File: config.mk
export PLATFORM = sky130hd
export DESIGN_NAME = line_follow_pd_steering
export DESIGN_NICKNAME = d
export VERILOG_FILES = /design/src/rtl/core/lfs_pkg.sv /design/src/rtl/core/lfs_ctrl.sv /design/src/rtl/core/lfs_datapath.sv /design/src/rtl/core/line_follow_pd_steering.sv
export SDC_FILE = /design/constraint.sdc
export NUM_CORES = 1
export LEC_CHECK = 0
export BUFFER_PORTS_ARGS = -buffer_cell sky130_fd_sc_hd__buf_2
export CAP_MARGIN = 20
export CORE_MARGIN = 1.5
export CORE_UTILIZATION = 55
export DETAILED_ROUTE_END_ITERATION = 16
export GPL_TIMING_DRIVEN = 0
export PLACE_DENSITY = 0.8
export SYNTH_ARGS = -nofsm -noshare
export SYNTH_HDL_FRONTEND = slang
export SYNTH_SLANG_ARGS = --single-unit
export TNS_END_PERCENT = 100
File: constraint.sdc
create_clock -name clk_i -period 7.68 [get_ports clk_i]
set_input_delay 2.304 -clock clk_i [delete_from_list [all_inputs] [get_ports clk_i]]
set_output_delay 2.304 -clock clk_i [all_outputs]
set_load 0.02 [all_outputs]
File: src/rtl/core/lfs_pkg.sv
// Shared types and constants for the line follower PD steering block.
// No dependencies; every other file of the block refers to it by scoped names.
`default_nettype none

package lfs_pkg;

  // Sample width of the line and junction sensors
  localparam int ADC_BITS_DEF = 10;

  // Configuration port
  localparam int CFG_IDX_W  = 3;
  localparam int CFG_DATA_W = 16;

  // Result word: right, left, steer (12 each), position (4), action (2), count (8)
  localparam int DRIVE_W  = 12;
  localparam int POS_W    = 4;
  localparam int ACT_W    = 2;
  localparam int JCNT_W   = 8;
  localparam int OUT_BITS = 3 * DRIVE_W + POS_W + ACT_W + JCNT_W;
  localparam int OUT_W    = ((OUT_BITS + 7) / 8) * 8;

  // Magnitude of a position change fits in four bits (at most ten)
  localparam int DIFF_W    = 4;
  localparam int DIV_STEPS = DIFF_W;
  localparam int DIV_CNT_W = $clog2(DIV_STEPS);

  localparam logic signed [POS_W-1:0] POS_LOST = 4'sd5;
  localparam logic [JCNT_W-1:0]       TURN_LAST = 8'd2;

  // Configuration reset values
  localparam logic [9:0]  LINE_THR_RST  = 10'd300;
  localparam logic [9:0]  JUNC_THR_RST  = 10'd200;
  localparam logic [9:0]  KP_RST        = 10'd150;
  localparam logic [9:0]  KD_RST        = 10'd7;
  localparam logic [10:0] BASE_RST      = 11'd568;
  localparam logic [7:0]  DEB_LIM_RST   = 8'd10;
  localparam logic [15:0] START_RST     = 16'd50000;

  typedef enum logic [ACT_W-1:0] {
    ACT_NONE  = 2'd0,
    ACT_TURN  = 2'd1,
    ACT_ALIGN = 2'd2
  } action_e;

  typedef enum logic [CFG_IDX_W-1:0] {
    REG_LINE_THR = 3'd0,
    REG_JUNC_THR = 3'd1,
    REG_KP       = 3'd2,
    REG_KD       = 3'd3,
    REG_BASE     = 3'd4,
    REG_DEB_LIM  = 3'd5,
    REG_START    = 3'd6
  } reg_idx_e;

  // Controller to datapath commands
  typedef struct packed {
    logic load;
    logic div_step;
    logic mul;
    logic sum;
    logic emit;
  } cmd_t;

  // Datapath to controller status
  typedef struct packed {
    logic out_free;
  } sts_t;

endpackage

`default_nettype wire

File: src/rtl/core/lfs_ctrl.sv
// Sequencer for the line follower: load, divide steps, multiply, sum, emit.
// Depends on lfs_pkg for the command and status structs.
`default_nettype none

module lfs_ctrl (
  input  wire              clk_i,
  input  wire              rst_ni,
  input  wire              in_valid_i,
  output logic             in_ready_o,
  input  lfs_pkg::sts_t    sts_i,
  output lfs_pkg::cmd_t    cmd_o
);

  typedef enum logic [2:0] {
    ST_IDLE,
    ST_DIV,
    ST_MUL,
    ST_SUM,
    ST_EMIT
  } state_e;

  localparam logic [lfs_pkg::DIV_CNT_W-1:0] CNT_LAST =
    lfs_pkg::DIV_CNT_W'(lfs_pkg::DIV_STEPS - 1);

  state_e state_q;
  logic [lfs_pkg::DIV_CNT_W-1:0] cnt_q;

  assign in_ready_o = (state_q == ST_IDLE);

  always_comb begin
    cmd_o          = '0;
    cmd_o.load     = (state_q == ST_IDLE) && in_valid_i;
    cmd_o.div_step = (state_q == ST_DIV);
    cmd_o.mul      = (state_q == ST_MUL);
    cmd_o.sum      = (state_q == ST_SUM);
    cmd_o.emit     = (state_q == ST_EMIT) && sts_i.out_free;
  end

  always_ff @(posedge clk_i or negedge rst_ni) begin
    if (!rst_ni) begin
      state_q <= ST_IDLE;
      cnt_q   <= '0;
    end else begin
      case (state_q)
        ST_IDLE: begin
          if (in_valid_i) begin
            state_q <= ST_DIV;
            cnt_q   <= '0;
          end
        end
        ST_DIV: begin
          cnt_q <= cnt_q + 1'b1;
          if (cnt_q == CNT_LAST) state_q <= ST_MUL;
        end
        ST_MUL:  state_q <= ST_SUM;
        ST_SUM:  state_q <= ST_EMIT;
        ST_EMIT: begin
          if (sts_i.out_free) state_q <= ST_IDLE;
        end
        default: state_q <= ST_IDLE;
      endcase
    end
  end

endmodule

`default_nettype wire

File: src/rtl/core/lfs_datapath.sv
// Datapath: configuration registers, tracking state, serial divider, PD maths
// and the output register. Depends on lfs_pkg; driven by lfs_ctrl commands.
`default_nettype none

module lfs_datapath #(
  parameter int ADC_BITS = lfs_pkg::ADC_BITS_DEF
) (
  input  wire                                clk_i,
  input  wire                                rst_ni,
  input  wire                                cfg_we_i,
  input  wire  [lfs_pkg::CFG_IDX_W-1:0]      cfg_index_i,
  input  wire  [lfs_pkg::CFG_DATA_W-1:0]     cfg_data_i,
  input  wire  [4*ADC_BITS-1:0]              samples_i,
  input  lfs_pkg::cmd_t                      cmd_i,
  output lfs_pkg::sts_t                      sts_o,
  output logic                               out_valid_o,
  input  wire                                out_ready_i,
  output logic [lfs_pkg::OUT_W-1:0]          out_data_o
);

  localparam int THR_W = 10;
  localparam int CMP_W = (ADC_BITS > THR_W) ? ADC_BITS : THR_W;
  localparam int PAD_W = lfs_pkg::OUT_W - lfs_pkg::OUT_BITS;
  localparam int DW    = lfs_pkg::DIFF_W;

  // Configuration
  logic [9:0]  line_thr_q, junc_thr_q, kp_q, kd_q;
  logic [10:0] base_q;
  logic [7:0]  deb_lim_q;
  logic [15:0] start_q;

  always_ff @(posedge clk_i or negedge rst_ni) begin
    if (!rst_ni) begin
      line_thr_q <= lfs_pkg::LINE_THR_RST;
      junc_thr_q <= lfs_pkg::JUNC_THR_RST;
      kp_q       <= lfs_pkg::KP_RST;
      kd_q       <= lfs_pkg::KD_RST;
      base_q     <= lfs_pkg::BASE_RST;
      deb_lim_q  <= lfs_pkg::DEB_LIM_RST;
      start_q    <= lfs_pkg::START_RST;
    end else if (cfg_we_i) begin
      case (cfg_index_i)
        lfs_pkg::REG_LINE_THR: line_thr_q <= cfg_data_i[9:0];
        lfs_pkg::REG_JUNC_THR: junc_thr_q <= cfg_data_i[9:0];
        lfs_pkg::REG_KP:       kp_q       <= cfg_data_i[9:0];
        lfs_pkg::REG_KD:       kd_q       <= cfg_data_i[9:0];
        lfs_pkg::REG_BASE:     base_q     <= cfg_data_i[10:0];
        lfs_pkg::REG_DEB_LIM:  deb_lim_q  <= cfg_data_i[7:0];
        lfs_pkg::REG_START:    start_q    <= cfg_data_i;
        default: ;
      endcase
    end
  end

  // Sensor decode
  logic [CMP_W-1:0] ll, rl, lj, rj, lthr, jthr;
  assign ll   = CMP_W'(samples_i[ADC_BITS-1:0]);
  assign rl   = CMP_W'(samples_i[2*ADC_BITS-1:ADC_BITS]);
  assign lj   = CMP_W'(samples_i[3*ADC_BITS-1:2*ADC_BITS]);
  assign rj   = CMP_W'(samples_i[4*ADC_BITS-1:3*ADC_BITS]);
  assign lthr = CMP_W'(line_thr_q);
  assign jthr = CMP_W'(junc_thr_q);

  // Tracking state
  logic signed [3:0] prev_pos_q;
  logic [15:0]       span_q, follow_q;
  logic              parity_q;
  logic [7:0]        deb_q, jseen_q;

  logic              left_on, right_on, detecting, hit, changed;
  logic signed [3:0] pos_c;
  logic signed [4:0] diff_c, diff_abs;
  logic [15:0]       span_inc, follow_inc;
  logic [7:0]        deb_inc, jseen_inc;
  lfs_pkg::action_e  act_c;

  always_comb begin
    left_on    = ll >= lthr;
    right_on   = rl >= lthr;
    detecting  = follow_q >= start_q;
    hit        = detecting && ((lj >= jthr) || (rj >= jthr)) &&
                 (left_on || right_on) && (deb_q > deb_lim_q);
    jseen_inc  = (&jseen_q) ? jseen_q : jseen_q + 8'd1;
    deb_inc    = (&deb_q) ? deb_q : deb_q + 8'd1;
    span_inc   = (&span_q) ? span_q : span_q + 16'd1;
    follow_inc = (&follow_q) ? follow_q : follow_q + 16'd1;
    if (!hit)                               act_c = lfs_pkg::ACT_NONE;
    else if (jseen_inc <= lfs_pkg::TURN_LAST) act_c = lfs_pkg::ACT_TURN;
    else                                    act_c = lfs_pkg::ACT_ALIGN;
    // Lost line: keep to the side seen last
    if (left_on && right_on) pos_c = 4'sd0;
    else if (left_on)        pos_c = 4'sd1;
    else if (right_on)       pos_c = -4'sd1;
    else if (prev_pos_q[3])  pos_c = -lfs_pkg::POS_LOST;
    else                     pos_c = lfs_pkg::POS_LOST;
    changed  = pos_c != prev_pos_q;
    diff_c   = {pos_c[3], pos_c} - {prev_pos_q[3], prev_pos_q};
    diff_abs = diff_c[4] ? -diff_c : diff_c;
  end

  always_ff @(posedge clk_i or negedge rst_ni) begin
    if (!rst_ni) begin
      prev_pos_q <= '0;
      span_q     <= '0;
      parity_q   <= 1'b0;
      follow_q   <= '0;
      deb_q      <= '0;
      jseen_q    <= '0;
    end else if (cmd_i.load) begin
      prev_pos_q <= pos_c;
      // Restart the span on every second change, after its value went to the divider
      span_q     <= (changed && parity_q) ? 16'd0 : span_inc;
      parity_q   <= parity_q ^ changed;
      if (hit) jseen_q <= jseen_inc;
      if (detecting) deb_q <= hit ? 8'd1 : deb_inc;
      else           follow_q <= follow_inc;
    end
  end

  // Item registers and restoring divider, one quotient bit a step
  logic signed [3:0] pos_q;
  logic [1:0]        act_q;
  logic [7:0]        jcnt_q;
  logic              neg_q;
  logic [DW-1:0]     quo_q, rem_q;
  logic [15:0]       div_q;
  logic [DW:0]       trial;
  logic              ge;

  assign trial = {rem_q, quo_q[DW-1]};
  assign ge    = 16'(trial) >= div_q;

  always_ff @(posedge clk_i) begin
    if (cmd_i.load) begin
      pos_q  <= pos_c;
      act_q  <= act_c;
      jcnt_q <= hit ? jseen_inc : jseen_q;
      neg_q  <= diff_c[4];
      quo_q  <= diff_abs[DW-1:0];
      rem_q  <= '0;
      div_q  <= span_inc;
    end else if (cmd_i.div_step) begin
      quo_q <= {quo_q[DW-2:0], ge};
      rem_q <= ge ? DW'(trial - div_q[DW:0]) : trial[DW-1:0];
    end
  end

  // PD terms
  logic signed [10:0] kp_s, kd_s;
  logic signed [4:0]  deriv_c;
  logic signed [14:0] pp_q;
  logic signed [15:0] dp_q;
  logic signed [16:0] pd_q;

  assign kp_s    = {1'b0, kp_q};
  assign kd_s    = {1'b0, kd_q};
  assign deriv_c = neg_q ? -$signed({1'b0, quo_q}) : $signed({1'b0, quo_q});

  always_ff @(posedge clk_i) begin
    if (cmd_i.mul) begin
      pp_q <= 15'(kp_s) * 15'(pos_q);
      dp_q <= 16'(kd_s) * 16'(deriv_c);
    end
    if (cmd_i.sum) pd_q <= 17'(pp_q) + 17'(dp_q);
  end

  // Clamp and drive
  logic signed [16:0] lim, clamped, right_c, left_c;
  always_comb begin
    lim = $signed({6'd0, base_q});
    if (pd_q > lim)       clamped = lim;
    else if (pd_q < -lim) clamped = -lim;
    else                  clamped = pd_q;
    right_c = lim + clamped;
    left_c  = lim - clamped;
  end

  logic        out_valid_q;
  logic [11:0] right_q, left_q, steer_q;
  logic [3:0]  pos_out_q;
  logic [1:0]  act_out_q;
  logic [7:0]  jcnt_out_q;

  always_ff @(posedge clk_i or negedge rst_ni) begin
    if (!rst_ni) out_valid_q <= 1'b0;
    else if (cmd_i.emit) out_valid_q <= 1'b1;
    else if (out_ready_i) out_valid_q <= 1'b0;
  end

  always_ff @(posedge clk_i) begin
    if (cmd_i.emit) begin
      right_q    <= right_c[11:0];
      left_q     <= left_c[11:0];
      steer_q    <= clamped[11:0];
      pos_out_q  <= pos_q;
      act_out_q  <= act_q;
      jcnt_out_q <= jcnt_q;
    end
  end

  assign sts_o.out_free = !out_valid_q || out_ready_i;
  assign out_valid_o    = out_valid_q;
  assign out_data_o     = {{PAD_W{1'b0}}, jcnt_out_q, act_out_q, pos_out_q,
                           steer_q, left_q, right_q};

`ifndef NO_ASSERTIONS
  a_steer_clamped: assert property (@(posedge clk_i) disable iff (!rst_ni)
    out_valid_q |-> ($signed(steer_q) <= $signed({1'b0, base_q}) &&
                     $signed(steer_q) >= -$signed({1'b0, base_q})))
    else $error("steer outside base speed clamp");
  a_drive_sum: assert property (@(posedge clk_i) disable iff (!rst_ni)
    out_valid_q |-> (12'(right_q + left_q) == 12'({base_q, 1'b0})))
    else $error("drives do not sum to twice base speed");
  a_span_restart: assert property (@(posedge clk_i) disable iff (!rst_ni)
    (span_q == 16'd0) |-> !parity_q)
    else $error("span cleared with a change still pending");
`endif

endmodule

`default_nettype wire

File: src/rtl/core/line_follow_pd_steering.sv
// Top level of the two-sensor line follower with PD steering and junction count.
// Depends on lfs_pkg, lfs_ctrl and lfs_datapath.
//
//   channel   dir  handshake                        payload
//   s_axis    in   s_axis_tvalid_i / s_axis_tready_o  s_axis_tdata_i (four ADC samples)
//   m_axis    out  m_axis_tvalid_o / m_axis_tready_i  m_axis_tdata_o (drives, steer, codes)
//   cfg       in   cfg_valid_i / cfg_ready_o          cfg_index_i, cfg_data_i
//
// An item passes from acceptance to its result through one load step, four
// steps of the restoring divider (one quotient bit each, set by the four-bit
// position change), then multiply, sum and clamp/emit. One item is in flight
// at a time; the next is taken as soon as the result sits in the output
// register, even while that result is still waiting on m_axis_tready_i.
// Reset is asynchronous and active low; configuration is always ready.
`default_nettype none

module line_follow_pd_steering #(
  parameter int ADC_BITS = lfs_pkg::ADC_BITS_DEF
) (
  input  wire                              clk_i,
  input  wire                              rst_ni,
  // fields, low bit up: left_line, right_line, left_junction, right_junction
  input  wire  [((4*ADC_BITS+7)/8)*8-1:0]  s_axis_tdata_i,
  input  wire                              s_axis_tvalid_i,
  output logic                             s_axis_tready_o,
  // fields, low bit up: right_drive, left_drive, steer, line_position,
  // junction_action, junction_count
  output logic [lfs_pkg::OUT_W-1:0]        m_axis_tdata_o,
  output logic                             m_axis_tvalid_o,
  input  wire                              m_axis_tready_i,
  input  wire                              cfg_valid_i,
  output logic                             cfg_ready_o,
  input  wire  [lfs_pkg::CFG_IDX_W-1:0]    cfg_index_i,
  input  wire  [lfs_pkg::CFG_DATA_W-1:0]   cfg_data_i
);

  lfs_pkg::cmd_t cmd;
  lfs_pkg::sts_t sts;

  // Registers take a write in any cycle
  assign cfg_ready_o = 1'b1;

  // Sequencer: hold the input side closed while an item is in flight
  lfs_ctrl u_ctrl (
    .clk_i      (clk_i),
    .rst_ni     (rst_ni),
    .in_valid_i (s_axis_tvalid_i),
    .in_ready_o (s_axis_tready_o),
    .sts_i      (sts),
    .cmd_o      (cmd)
  );

  // Datapath: drop the byte padding of the input word here
  lfs_datapath #(
    .ADC_BITS (ADC_BITS)
  ) u_dp (
    .clk_i       (clk_i),
    .rst_ni      (rst_ni),
    .cfg_we_i    (cfg_valid_i),
    .cfg_index_i (cfg_index_i),
    .cfg_data_i  (cfg_data_i),
    .samples_i   (s_axis_tdata_i[4*ADC_BITS-1:0]),
    .cmd_i       (cmd),
    .sts_o       (sts),
    .out_valid_o (m_axis_tvalid_o),
    .out_ready_i (m_axis_tready_i),
    .out_data_o  (m_axis_tdata_o)
  );

endmodule

`default_nettype wire

==> metrics.csv <==
metric,value,unit
post-route ant nets,0,
multi-input gate area in the final layout,10000,µm²
via/cell ratio,5.66,
CTS resizes,0,
Die Ht,185,µm
postcts setup bufs,0,
Pwr Density,412,nW/µm²
Finished Layout Cells,2372,
critical path class,register to register,
synthesized instance count,1744,
distinct cell type count after synthesis,84,
"slowest stage delay, CP",560,ps
largest family of logic cells by synthesized area,adder cells,
Post-synth EDFFs,130,
placer congestion estimate,0.894,
clock tree root buffer cell,clkbuf_16,
Worst setup SP type,register,
final instance area,20500,µm²
Tmin final,6420,ps
Worst Hold Class,register to register,
Finished Core Util,63.0,%
"Slew Viols, Final",0,
clock skew after layout,15.5,ps
gr usage total,23.7,%
Worst path slowest cell,o41ai_1,
sequential cell area,7340,µm²
Worst EP arrival,6710,ps
DR iter-0 viols,810,
placed cell area,19400,µm²
CTS Hold Bufs,0,
Worst EP required,7980,ps
worst slew pin tran,919,ps
IO Port Bufs,113,
"wirelength, routed",39500,µm
Post-Place Cells,2309,
outcome,"complete, no violations",
TritonCTS buffer count,31,
Yosys reg bits,267,
fraction of the mapped netlist area in simple logic gates,14.0,%
Tot Pwr,8.44,mW
final hold vios,0,
largest net degree at the start of global routing,93,
"most common cell after layout, fill and taps aside",ha_1,
TritonCTS clock tree,yes,
CP cell instances,"inv_1, ha_1, nand4_1, or3_1, clkbuf_1, nor4_1, nand2b_1, ha_1, and4_1, a21oi_1, a21oi_1, o21bai_1, and2_1, buf_6, mux2i_1, a21oi_1, fa_1, a21o_1, a21oi_1, nor2b_1, o21a_1, o41ai_1, o211ai_1",
CTS sink cnt,267,
die width,185,µm
Post-Synth XOR/XNOR Area,4.90,%
layout cell share with drive strength beyond 1,15.1,%
maximum clock insertion buffer count,3,
Routed wire per std cell,16.7,µm
Boundary Pins,123,
most frequent cells in the layout,"ha_1, inv_1, nand2_1",
critical path peak fanout,10,
P_leak,9.16,nW
Row Count,66,
"Largest delay share family, worst path",compound AO/OA/AOI/OAI gates,
Worst-Skew Late Latency,580,ps
mux contribution to synthesized area,4.10,%
fmax,156,MHz
Starting Density,56.0,%
Detailed Routing Iterations Pass 1,5,
VDD IR max,0.262,mV
RSZ-0062 raised after global routing,false,
H-tree depth,1,
Hold Slack,418,ps
Compound-Gate Fraction of Synth Area,11.9,%
Syn. warnings,0,
Buf/Inv on CP,3,
vias in the first global route,13300,
post-synthesis area per instance,10.4,µm²
TNS Setup,0,ps
final setup vio count,0,
Placement Setup Slack,1300,ps
Final nets,2225,
CP most frequent cell,a21oi_1,
Final Cycle Share,83.6,%
Synth Flop Type,edfxtp_1,
Die Area,34200,µm²
Setup WS post-layout,1260,ps
Mapped Area,18200,µm²
DP Wirelength,30100,µm
DR vias,13400,
Fillers,2586,
core area,32500,µm²
initial antenna violation count,5,
Max transition margin,37.0,%
# Max-Cap Violations,0,
global-route wire length before repair,65000,µm
area grow syn2layout,12.6,%
Async SR Flop Fraction,49.8,%
DRC violations left,0,
gr ovfl total,0,
CP Capture Type,register,
Adder-Cell Fraction of Synth Area,19.8,%
sequential fraction of the synthesis area,40.3,%
clock slew at reported path FFs,60,ps
-- worst reg2reg max path: stages (launching register included) --
cell,delay (ps)
dfrtp_1,500
inv_1,170
ha_1,270
nand4_1,250
or3_1,370
clkbuf_1,210
nor4_1,330
nand2b_1,160
ha_1,230
and4_1,200
a21oi_1,160
a21oi_1,80
o21bai_1,440
and2_1,250
buf_6,170
mux2i_1,260
a21oi_1,190
fa_1,490
a21o_1,200
a21oi_1,210
nor2b_1,70
o21a_1,200
o41ai_1,560
o211ai_1,180
-- synth_stat cells (all sizes together) (33+ instances only) --
library cell  instances  area (µm²)
fa                   47         941
nand3                48         253
a21oi                75         379
mux2                 53         597
and2                 45         282
dfrtp               107        2680
xnor2                87         762
nand2               132         495
clkbuf               35         133
nor2                 88         333
nor3                 33         186
edfxtp              130        3900
ha                  213        2670
o21ai                87         435
inv                 168         631
-- path summary, 6_finish.rpt --
kind | startpoint | endpoint | slack [ps] | cells after the start
worst max-delay path | u_dp.base_q[1] | u_dp.right_q[10] | 1260 | 23
max in group asynchronous | rst_ni | u_dp.base_q[9] | 5200 | 2
worst min-delay path | u_dp.act_q[1] | u_dp.act_out_q[1] | 420 | 0
min in group asynchronous | rst_ni | u_dp.span_q[13] | 1650 | 1
worst min register to register | u_dp.act_q[1] | u_dp.act_out_q[1] | 420 | 0
worst max register to register | u_dp.base_q[1] | u_dp.right_q[10] | 1260 | 23
-- state kept, by name, summed over array words and instances (netlist names), 10 cells and up --
name	cells
u_dp.dp_q	16
u_dp.right_q	11
u_dp.start_q	16
u_dp.left_q	12
u_dp.follow_q	16
u_dp.steer_q	12
u_dp.pd_q	17
u_dp.span_q	16
u_dp.jthr	10
u_dp.kp_q	10
u_dp.line_thr_q	10
u_dp.pp_q	15
u_dp.base_q	11
u_dp.kd_q	10
u_dp.div_q	16
-- layer usage --
| layer | vias to the layer above | share of wire [%] | global-route usage (%) |
|---|---|---|---|
| met4 | 0 | 2.8 | 7.87 |
| met5 | - | 0 | 0 |
| met2 | 362 | 50 | 42.2 |
| li1 | 6483 | - | - |
| met3 | 75 | 5.3 | 2.85 |
| met1 | 6511 | 42 | 29.9 |
-- where the power goes --
part / switching (mW) / internal, mW
clock: 0.592 / 0.888
sequential: 0.220 / 2.11
combinational: 2.60 / 2.03
total: 3.41 / 5.03
-- cell type report --
class / instances / share of cell area (%)
Timing Repair Buffer: 119 / 3.20
Buffer: 56 / 1.31
Antenna cell: 4 / 0.0488
Sequential cell: 267 / 35.8
Multi-Input combinational cell: 1258 / 48.8
Clock inverter: 11 / 0.671
Inverter: 168 / 3.07
Clock buffer: 47 / 4.43
Tap cell: 442 / 2.70
-- cells by family after synthesis --
logic type	count (synthesis)
simple gates	493
compound gates	328
flops	267
fa+ha+maj	260
buf+inv	224
xor+xnor	102
mux	68
other cells	2
No activity file was read; power rests on OpenSTA's default activity.
